--- src/sv/bab_pkg.sv ---
// Shared types and constants for the battery alarm beeper.
package bab_pkg;

    // Request codes carried in req_type
    typedef enum logic [1:0] {
        REQ_TICK = 2'd0,
        REQ_ADC  = 2'd1,
        REQ_BEEP = 2'd2,
        REQ_NONE = 2'd3
    } req_t;

    // Configuration register indexes
    localparam logic [2:0] CFG_LOW_THRESHOLD  = 3'd0;
    localparam logic [2:0] CFG_LOW_HOLD       = 3'd1;
    localparam logic [2:0] CFG_TICKS_PER_MS   = 3'd2;
    localparam logic [2:0] CFG_TONE_HALF      = 3'd3;
    localparam logic [2:0] CFG_CADENCE_ON     = 3'd4;
    localparam logic [2:0] CFG_CADENCE_PERIOD = 3'd5;

    localparam int CFG_IDX_W  = 3;
    localparam int CFG_DATA_W = 16;

    // Millivolt conversion: mean * 1875 / 128, saturated to 14 bits
    localparam int          MV_W     = 14;
    localparam int          MV_NUM_W = 11;
    localparam int          MV_NUM   = 1875;
    localparam int          MV_SHIFT = 7;
    localparam logic [13:0] MV_MAX   = 14'h3FFF;

    // Double beep timeline in milliseconds
    localparam logic [7:0] BEEP_GAP_START = 8'd80;
    localparam logic [7:0] BEEP_ON2_START = 8'd130;
    localparam logic [7:0] BEEP_END       = 8'd210;

    localparam logic [15:0] LOW_MS_MAX = 16'hFFFF;

    // Configuration register file
    typedef struct packed {
        logic [13:0] low_threshold_mv;
        logic [15:0] low_hold_ms;
        logic [3:0]  ticks_per_ms;
        logic [2:0]  tone_half_ticks;
        logic [13:0] cadence_on_ticks;
        logic [13:0] cadence_period_ticks;
    } cfg_t;

    localparam cfg_t CFG_RESET = '{
        low_threshold_mv:     14'd5500,
        low_hold_ms:          16'd5000,
        ticks_per_ms:         4'd10,
        tone_half_ticks:      3'd2,
        cadence_on_ticks:     14'd5000,
        cadence_period_ticks: 14'd10000
    };

    // Per-item strobes, already qualified by the stage advancing
    typedef struct packed {
        logic tick;
        logic adc;
        logic beep;
    } step_t;

endpackage

--- src/sv/battery_alarm_beeper_core.sv ---
// Top level of the battery alarm beeper: handshakes, config, stage registers.
//
//  channel   | valid / ready          | payload
//  ----------+------------------------+--------------------------------------
//  input     | in_valid / in_ready    | req_type, adc_sample
//  result    | out_valid / out_ready  | buzzer_level, alarm_on, battery_mv
//  config    | cfg_valid / cfg_ready  | cfg_index, cfg_data
//
// One item per cycle sustained while the result side is not stalled; an item is
// taken into the input register and its state update goes into the result register.
// Reset clears the valid flags and sub-block state and loads the default config; no clearing pass.
// A stalled result holds the result register, and the input register then
// holds one more item before in_ready drops. Config writes are always taken.
module battery_alarm_beeper_core #(
    parameter int ADC_SAMPLES = 8,
    parameter int ADC_BITS    = 10
) (
    input  logic                           clk,
    input  logic                           rst_n,
    input  logic                           in_valid,
    output logic                           in_ready,
    input  logic [1:0]                     req_type,
    input  logic [ADC_BITS-1:0]            adc_sample,
    output logic                           out_valid,
    input  logic                           out_ready,
    output logic                           buzzer_level,
    output logic                           alarm_on,
    output logic [bab_pkg::MV_W-1:0]       battery_mv,
    input  logic                           cfg_valid,
    output logic                           cfg_ready,
    input  logic [bab_pkg::CFG_IDX_W-1:0]  cfg_index,
    input  logic [bab_pkg::CFG_DATA_W-1:0] cfg_data
);

    logic                     s1_valid_reg;
    logic [1:0]               s1_req_reg;
    logic [ADC_BITS-1:0]      s1_sample_reg;
    logic                     out_valid_reg;
    logic                     out_pin_reg;
    logic                     out_alarm_reg;
    logic [bab_pkg::MV_W-1:0] out_mv_reg;
    bab_pkg::cfg_t            cfg_reg;
    logic                     advance;
    bab_pkg::step_t           step;
    logic                     pin_next, alarm_cur, alarm_next;
    logic [bab_pkg::MV_W-1:0] mv_cur, mv_next;

    // Stage handshake
    assign advance   = s1_valid_reg && (!out_valid_reg || out_ready);
    assign in_ready  = !s1_valid_reg || advance;
    assign cfg_ready = 1'b1;

    // Request decode
    always_comb
    begin
        step.tick = advance && (s1_req_reg == bab_pkg::REQ_TICK);
        step.adc  = advance && (s1_req_reg == bab_pkg::REQ_ADC);
        step.beep = advance && (s1_req_reg == bab_pkg::REQ_BEEP);
    end

    // Input register
    always_ff @(posedge clk or negedge rst_n)
    begin
        if (!rst_n)
            s1_valid_reg <= 1'b0;
        else if (in_ready)
            s1_valid_reg <= in_valid;
    end

    always_ff @(posedge clk)
    begin
        if (in_valid && in_ready)
        begin
            s1_req_reg    <= req_type;
            s1_sample_reg <= adc_sample;
        end
    end

    // Result register
    always_ff @(posedge clk or negedge rst_n)
    begin
        if (!rst_n)
            out_valid_reg <= 1'b0;
        else if (advance)
            out_valid_reg <= 1'b1;
        else if (out_ready)
            out_valid_reg <= 1'b0;
    end

    always_ff @(posedge clk)
    begin
        if (advance)
        begin
            out_pin_reg   <= pin_next;
            out_alarm_reg <= alarm_next;
            out_mv_reg    <= mv_next;
        end
    end

    // Config registers
    always_ff @(posedge clk or negedge rst_n)
    begin
        if (!rst_n)
            cfg_reg <= bab_pkg::CFG_RESET;
        else if (cfg_valid)
        begin
            unique case (cfg_index)
                bab_pkg::CFG_LOW_THRESHOLD:  cfg_reg.low_threshold_mv <= cfg_data[13:0];
                bab_pkg::CFG_LOW_HOLD:       cfg_reg.low_hold_ms <= cfg_data;
                bab_pkg::CFG_TICKS_PER_MS:   cfg_reg.ticks_per_ms <= cfg_data[3:0];
                bab_pkg::CFG_TONE_HALF:      cfg_reg.tone_half_ticks <= cfg_data[2:0];
                bab_pkg::CFG_CADENCE_ON:     cfg_reg.cadence_on_ticks <= cfg_data[13:0];
                bab_pkg::CFG_CADENCE_PERIOD: cfg_reg.cadence_period_ticks <= cfg_data[13:0];
                default:                     cfg_reg <= cfg_reg;
            endcase
        end
    end

    bab_adc #(
        .ADC_SAMPLES (ADC_SAMPLES),
        .ADC_BITS    (ADC_BITS)
    ) u_adc (
        .clk     (clk),
        .rst_n   (rst_n),
        .step    (step),
        .sample  (s1_sample_reg),
        .mv      (mv_cur),
        .mv_next (mv_next)
    );

    bab_tone u_tone (
        .clk      (clk),
        .rst_n    (rst_n),
        .step     (step),
        .cfg      (cfg_reg),
        .alarm    (alarm_cur),
        .pin_next (pin_next)
    );

    bab_ms u_ms (
        .clk        (clk),
        .rst_n      (rst_n),
        .step       (step),
        .cfg        (cfg_reg),
        .voltage    (mv_cur),
        .alarm      (alarm_cur),
        .alarm_next (alarm_next)
    );

    assign out_valid    = out_valid_reg;
    assign buzzer_level = out_pin_reg;
    assign alarm_on     = out_alarm_reg;
    assign battery_mv   = out_mv_reg;

`ifndef SYNTHESIS
    // An empty result register never blocks the input side
    a_ready_when_empty: assert property (@(posedge clk) disable iff (!rst_n)
        !out_valid_reg |-> in_ready)
        else $error("input stalled with empty result register");

    // A full pipe with a stalled result refuses new items
    a_full_stall: assert property (@(posedge clk) disable iff (!rst_n)
        (s1_valid_reg && out_valid_reg && !out_ready) |-> !in_ready)
        else $error("item taken while pipe is full");

    // A result only appears after an item sat in the input register
    a_result_source: assert property (@(posedge clk) disable iff (!rst_n)
        $rose(out_valid_reg) |-> $past(s1_valid_reg))
        else $error("result without an item");

    // An item in the input register moves on when the result side is free
    a_no_bubble: assert property (@(posedge clk) disable iff (!rst_n)
        (s1_valid_reg && !out_valid_reg) |=> out_valid_reg)
        else $error("item did not advance");
`endif

endmodule

--- src/sv/bab_adc.sv ---
// ADC sample accumulator and millivolt conversion.
module bab_adc #(
    parameter int ADC_SAMPLES = 8,
    parameter int ADC_BITS    = 10
) (
    input  logic                      clk,
    input  logic                      rst_n,
    input  bab_pkg::step_t            step,
    input  logic [ADC_BITS-1:0]       sample,
    output logic [bab_pkg::MV_W-1:0]  mv,
    output logic [bab_pkg::MV_W-1:0]  mv_next
);

    localparam int CNT_W  = (ADC_SAMPLES > 2) ? $clog2(ADC_SAMPLES) : 1;
    localparam int SUM_W  = ADC_BITS + CNT_W;
    localparam int PROD_W = ADC_BITS + bab_pkg::MV_NUM_W;
    localparam int SH_W   = PROD_W - bab_pkg::MV_SHIFT;
    localparam int MVF_W  = (SH_W > bab_pkg::MV_W) ? SH_W : bab_pkg::MV_W;

    logic [SUM_W-1:0]        sum_reg, sum_next, sum_add;
    logic [CNT_W-1:0]        cnt_reg, cnt_next;
    logic [bab_pkg::MV_W-1:0] mv_reg;
    logic [ADC_BITS-1:0]     mean;
    logic [PROD_W-1:0]       prod;
    logic [MVF_W-1:0]        mv_full;
    logic                    last;

    // Accumulate and convert on the last sample of a block
    always_comb
    begin
        sum_add = sum_reg + SUM_W'(sample);
        last    = (cnt_reg == CNT_W'(ADC_SAMPLES - 1));
        mean    = ADC_BITS'(sum_add / ADC_SAMPLES);
        prod    = PROD_W'(mean) * PROD_W'(bab_pkg::MV_NUM);
        mv_full = MVF_W'(prod >> bab_pkg::MV_SHIFT);
        sum_next = sum_reg;
        cnt_next = cnt_reg;
        mv_next  = mv_reg;
        if (step.adc)
        begin
            if (last)
            begin
                sum_next = '0;
                cnt_next = '0;
                if (mv_full > MVF_W'(bab_pkg::MV_MAX))
                    mv_next = bab_pkg::MV_MAX;
                else
                    mv_next = bab_pkg::MV_W'(mv_full);
            end
            else
            begin
                sum_next = sum_add;
                cnt_next = cnt_reg + CNT_W'(1);
            end
        end
    end

    always_ff @(posedge clk or negedge rst_n)
    begin
        if (!rst_n)
        begin
            sum_reg <= '0;
            cnt_reg <= '0;
            mv_reg  <= '0;
        end
        else
        begin
            sum_reg <= sum_next;
            cnt_reg <= cnt_next;
            mv_reg  <= mv_next;
        end
    end

    assign mv = mv_reg;

endmodule

--- src/sv/bab_tone.sv ---
// Square tone generator and alarm on/off cadence.
module bab_tone (
    input  logic           clk,
    input  logic           rst_n,
    input  bab_pkg::step_t step,
    input  bab_pkg::cfg_t  cfg,
    input  logic           alarm,
    output logic           pin_next
);

    logic [3:0]  phase_reg, phase_next, p1, h2;
    logic [13:0] cad_reg, cad_next, c1;
    logic        en_reg, en_next;
    logic        pin_reg;

    always_comb
    begin
        phase_next = phase_reg;
        pin_next   = pin_reg;
        cad_next   = cad_reg;
        en_next    = en_reg;
        p1 = phase_reg + 4'd1;
        h2 = {cfg.tone_half_ticks, 1'b0};
        c1 = cad_reg + 14'd1;
        if (step.tick)
        begin
            // Tone runs on the enable as it stood before this tick
            if (en_reg)
            begin
                if (p1 <= {1'b0, cfg.tone_half_ticks})
                    pin_next = 1'b0;
                else if (p1 <= h2)
                    pin_next = 1'b1;
                phase_next = (p1 >= h2) ? 4'd0 : p1;
            end
            // Cadence gate
            if (!alarm)
            begin
                en_next  = 1'b0;
                cad_next = '0;
            end
            else if (c1 < cfg.cadence_on_ticks)
            begin
                en_next  = 1'b1;
                cad_next = c1;
            end
            else if (c1 < cfg.cadence_period_ticks)
            begin
                en_next  = 1'b0;
                cad_next = c1;
            end
            else
            begin
                cad_next = '0;
            end
        end
    end

    always_ff @(posedge clk or negedge rst_n)
    begin
        if (!rst_n)
        begin
            phase_reg <= '0;
            cad_reg   <= '0;
            en_reg    <= 1'b0;
            pin_reg   <= 1'b0;
        end
        else
        begin
            phase_reg <= phase_next;
            cad_reg   <= cad_next;
            en_reg    <= en_next;
            pin_reg   <= pin_next;
        end
    end

endmodule

--- src/sv/bab_ms.sv ---
// Millisecond divider, low-battery hold counter and double beep sequencer.
module bab_ms (
    input  logic                     clk,
    input  logic                     rst_n,
    input  bab_pkg::step_t           step,
    input  bab_pkg::cfg_t            cfg,
    input  logic [bab_pkg::MV_W-1:0] voltage,
    output logic                     alarm,
    output logic                     alarm_next
);

    logic [3:0]  sub_reg, sub_next, s1;
    logic [15:0] low_reg, low_next;
    logic [7:0]  seq_reg, seq_next, b1;
    logic        active_reg, active_next;
    logic        alarm_reg;

    always_comb
    begin
        sub_next    = sub_reg;
        low_next    = low_reg;
        seq_next    = seq_reg;
        active_next = active_reg;
        alarm_next  = alarm_reg;
        s1 = sub_reg + 4'd1;
        b1 = seq_reg + 8'd1;
        if (step.beep)
            active_next = 1'b1;
        if (step.tick)
        begin
            if (s1 >= cfg.ticks_per_ms)
            begin
                sub_next = '0;
                // One millisecond step
                if (voltage < cfg.low_threshold_mv)
                begin
                    if (low_reg != bab_pkg::LOW_MS_MAX)
                        low_next = low_reg + 16'd1;
                    if (low_next > cfg.low_hold_ms)
                        alarm_next = 1'b1;
                end
                else
                begin
                    low_next = '0;
                    if (active_reg)
                    begin
                        alarm_next = 1'b1;
                        if (b1 > bab_pkg::BEEP_GAP_START && b1 < bab_pkg::BEEP_ON2_START)
                            active_next = 1'b0;
                        if (b1 >= bab_pkg::BEEP_END)
                        begin
                            seq_next    = '0;
                            active_next = 1'b0;
                        end
                        else
                            seq_next = b1;
                    end
                    else if (seq_reg != 8'd0)
                    begin
                        seq_next = b1;
                        if (b1 >= bab_pkg::BEEP_ON2_START && b1 < bab_pkg::BEEP_END)
                        begin
                            active_next = 1'b1;
                            alarm_next  = 1'b1;
                        end
                        else
                            alarm_next = 1'b0;
                    end
                    else
                        alarm_next = 1'b0;
                end
            end
            else
                sub_next = s1;
        end
    end

    always_ff @(posedge clk or negedge rst_n)
    begin
        if (!rst_n)
        begin
            sub_reg    <= '0;
            low_reg    <= '0;
            seq_reg    <= '0;
            active_reg <= 1'b0;
            alarm_reg  <= 1'b0;
        end
        else
        begin
            sub_reg    <= sub_next;
            low_reg    <= low_next;
            seq_reg    <= seq_next;
            active_reg <= active_next;
            alarm_reg  <= alarm_next;
        end
    end

    assign alarm = alarm_reg;

`ifndef SYNTHESIS
    // The beep timeline never reaches its end value without restarting
    a_seq_range: assert property (@(posedge clk) disable iff (!rst_n)
        seq_reg < bab_pkg::BEEP_END)
        else $error("beep sequence counter out of range");
`endif

endmodule

--- config.mk ---
export PLATFORM = sky130hd
export DESIGN_NAME = battery_alarm_beeper_core
export DESIGN_NICKNAME = d
export VERILOG_FILES = /design/src/sv/bab_pkg.sv /design/src/sv/battery_alarm_beeper_core.sv /design/src/sv/bab_adc.sv /design/src/sv/bab_tone.sv /design/src/sv/bab_ms.sv
export SDC_FILE = /design/constraint.sdc
export NUM_CORES = 1
export LEC_CHECK = 0
export ABC_AREA = 1
export BUFFER_PORTS_ARGS = -buffer_cell sky130_fd_sc_hd__buf_4
export CAP_MARGIN = 5
export CELL_PAD_IN_SITES_DETAIL_PLACEMENT = 1
export CELL_PAD_IN_SITES_GLOBAL_PLACEMENT = 1
export CORE_ASPECT_RATIO = 0.8
export CORE_MARGIN = 1.5
export CORE_UTILIZATION = 38
export DETAILED_ROUTE_END_ITERATION = 10
export PLACE_DENSITY_LB_ADDON = 0.05
export SLEW_MARGIN = 20
export SYNTH_ARGS = -nofsm -noshare
export SYNTH_HDL_FRONTEND = slang
export SYNTH_SLANG_ARGS = --single-unit
--- constraint.sdc ---
create_clock -name clk -period 10 [get_ports clk]
set_clock_uncertainty 0.2 [all_clocks]
set_input_delay 1 -clock clk [delete_from_list [all_inputs] [get_ports clk]]
set_output_delay 1 -clock clk [all_outputs]
set_load 0.01 [all_outputs]
==> impl_metrics.csv <==
group,metric,value,unit
detailed_routing,wire_per_inst,16.9,um
floorplan,ios,55,
logic_synthesis,seq_area_frac_synth,37.4,%
detailed_routing,routed_wirelength,33000,um
global_route,grt_pass1_vias,10355,
logic_synthesis,ys_ff_latch,175,
detailed_routing,final_antenna_net_count,0,
placed_design,io_buffers,53,
detailed_routing,drtIter0Drc,326,
layout,final_cell_mix,"311 x nand2_1, 251 x inv_1, 149 x ha_1",
placed_design,hpwl,25900,um
min_path,hp-class,"flip-flop to flip-flop",
layout,largest_reg_flops,65,
logic_synthesis,synth_top_family_by_area,"simple AND/OR/NAND/NOR gates",
logic_synthesis,synth_fp_nets,1686,
layout,final_nets,1736,
logic_synthesis,synth_ff_type,"dfrtp_1",
clocking,cts.sinks,175,
floorplan,die_area,33200,um^2
floorplan,core-area,31500,um^2
clocking,max-clock-path-buffers,2,
setup_path,worstPathRequired,9.98,ns
global_route,antenna_found_initial,1,
detailed_routing,drtPass1Iterations,4,
setup_path,path_max_fanout,5,
logic_synthesis,avgSynthCellArea,8.28,um^2
sta,rsz0062_at_grt,"false",
sta,maxSlewHeadroom,30.0,%
clocking,cts_setup_buffers,0,
detailed_routing,drcViolationCount,0,
floorplan,die_w,203,um
clocking,clock_latency,0.45,ns
logic_synthesis,yosys.area_share.xor_xnor,2.52,%
layout,final_util,43.3,%
global_route,grt_pass1_wl,55100,um
clocking,htree_levels,4,
run_status,outcome,"finished clean",
clocking,cts_resized,0,
sta,hold_viol,0,
clocking,clock-root-buffer,"clkbuf_16",
logic_synthesis,synth_simple_gate_area_share,20.5,%
layout,antenna-diode-count,0,
floorplan,core.rowCount,58,
detailed_routing,routed_via_density,4.96,
sta,setup_viol,0,
global_route,grt_max_degree,85,
sta,final-max-slew-violation-count,0,
clocking,cts_buffers,17,
layout,drive_above_1_share,9.77,%
logic_synthesis,ys_async_sr_fraction,84.0,%
logic_synthesis,synth_area,12200,um^2
sta,period_needed,6.45,ns
sta,fmax,155,MHz
sta,finalCritPeriodShare,64.5,%
run,maxCapViolations,0,
logic_synthesis,ys_types,52,
logic_synthesis,yosys-mux-area-fraction,0.164,%
logic_synthesis,synth-edff-count,28,
clocking,cts_tree,"built",
clocking,postCtsHoldBufs,0,
floorplan,die_y,163,um
floorplan,start_util,38.7,%
logic_synthesis,synth_compound_area_share,10.5,%
clocking,clkTransAtPathRegs,0.07,ns
setup_path,startpoint_type,"flip-flop",
setup_path,end_kind,"flip-flop",
logic_synthesis,synthCells,1472,
logic_synthesis,synth_fa_ha_area_share,20.1,%
global_route,grt_overflow_total,0,
global_route,grt.total_usage,21.3,%
detailed_routing,vias,9695,
sta,worst_pin_slew,1.05,ns
logic_synthesis,synth_warnings,0,
setup_path,worstPathArrival,6.43,ns
layout,syn2layout_area_growth,12.0,%
placed_design,routabilityCongestion,0.855,
setup_path,worstSetupPathType,"flip-flop to flip-flop",
sta,fin_setup_tns,0,ns
layout,final_common_cell,"nand2_1",
==> critical path, cell delays in order, from the launching register on <==
cell	delay (ns)
edfxtp_1	0.37
ha_1	0.24
fa_1	0.40
nand3_1	0.16
nand2_1	0.11
nand3_1	0.13
nand3_1	0.10
xnor2_1	0.31
inv_1	0.23
fa_1	0.56
fa_1	0.53
inv_1	0.05
fa_1	0.47
fa_1	0.50
ha_1	0.31
ha_1	0.34
nand2_1	0.14
nor2_1	0.18
nand4_1	0.14
nor2_1	0.21
nor2_1	0.08
xor2_1	0.28
a21oi_1	0.15
==> area by class of cell <==
class | count | area, um^2
timing repair buffer | 55 | 417
sequential | 175 | 4550
tap | 420 | 526
clock buffer | 22 | 528
clock inverter | 10 | 110
inverter | 258 | 968
fill | 3803 | 17800
multi-input combinational | 1015 | 6550
==> metrics by stage <==
step           hold slack [ns]  cell area, um^2  setup slack, ns  std cells
3_5_place_dp             0.269            13000             3.65       1923
6_report                 0.284            13700             3.55       1955
5_1_grt                  0.307            13700             3.20       1955
2_1_floorplan            0.242            12200             4.24       1472
4_1_cts                  0.285            13700             3.57       1955
3_3_place_gp             0.266            13000             3.73       1923
==> worst paths after layout <==
path	from	to	slack, ns	depth (start not counted)
min in group asynchronous	rst_n	u_ms.seq_reg[2]$_DFFE_PN0P_	0.40	1
max	s1_sample_reg[0]$_DFFE_PP_	battery_mv[5]$_DFFE_PP_	3.55	22
max reg2reg	s1_sample_reg[0]$_DFFE_PP_	battery_mv[5]$_DFFE_PP_	3.55	22
max in group asynchronous	rst_n	u_adc.mv[8]$_DFF_PN0_	7.79	2
min	u_adc.cnt_reg[2]$_DFFE_PN0P_	u_adc.cnt_reg[2]$_DFFE_PN0P_	0.28	2
min reg2reg	u_adc.cnt_reg[2]$_DFFE_PN0P_	u_adc.cnt_reg[2]$_DFFE_PN0P_	0.28	2
==> metal layers <==
metal | GRT usage [%] | up-vias | wire (um)
li1 | - | 4881 | -
met1 | 30.0 | 4728 | 16900
met2 | 34.6 | 71 | 14900
met3 | 3.47 | 15 | 839
met4 | 4.18 | 0 | 329
met5 | 0 | - | 0
==> synthesized netlist by cell type, types with 2 or more instances <==
cell | n | area [um^2]
nand2_1 | 311 | 1170
inv_1 | 251 | 942
ha_1 | 149 | 1860
o21ai_0 | 127 | 636
dfrtp_1 | 121 | 3030
nand3_1 | 92 | 460
nor2_1 | 79 | 297
a21oi_1 | 68 | 340
fa_1 | 29 | 581
edfxtp_1 | 28 | 841
dfstp_2 | 26 | 683
xor2_1 | 24 | 210
nand4_1 | 20 | 125
nor3_1 | 20 | 100
clkbuf_1 | 14 | 52.6
xnor2_1 | 11 | 96.3
buf_2 | 7 | 35.0
nand2_2 | 7 | 43.8
nor2_4 | 7 | 78.8
o22ai_1 | 6 | 37.5
nor4_1 | 5 | 31.3
or2_2 | 5 | 31.3
a22o_1 | 4 | 35.0
a31oi_1 | 4 | 25.0
inv_2 | 4 | 15.0
nand3_2 | 4 | 40.0
o21ai_1 | 4 | 20.0
a21boi_0 | 3 | 22.5
a21o_1 | 3 | 22.5
clkinv_1 | 3 | 11.3
nand3b_1 | 3 | 22.5
nor2_2 | 3 | 18.8
o21a_1 | 3 | 22.5
o21bai_1 | 3 | 22.5
a211oi_1 | 2 | 15.0
buf_4 | 2 | 15.0
mux2i_1 | 2 | 20.0
nor3_4 | 2 | 32.5
o221ai_1 | 2 | 17.5
o31ai_1 | 2 | 15.0
==> cells by family after synthesis <==
| logic type | count (synthesis) |
|---|---|
| AOI/OAI and AO/OA | 236 |
| adders and majority gates | 178 |
| muxes | 2 |
| buffers and inverters | 282 |
| DFF | 175 |
| xor gates and xnor gates | 35 |
| and+or+nand+nor | 563 |
| other | 1 |
Power is left out: the tool's default activity adds up to more than one toggle a clock period on the data nets, which glitch-free logic cannot reach.
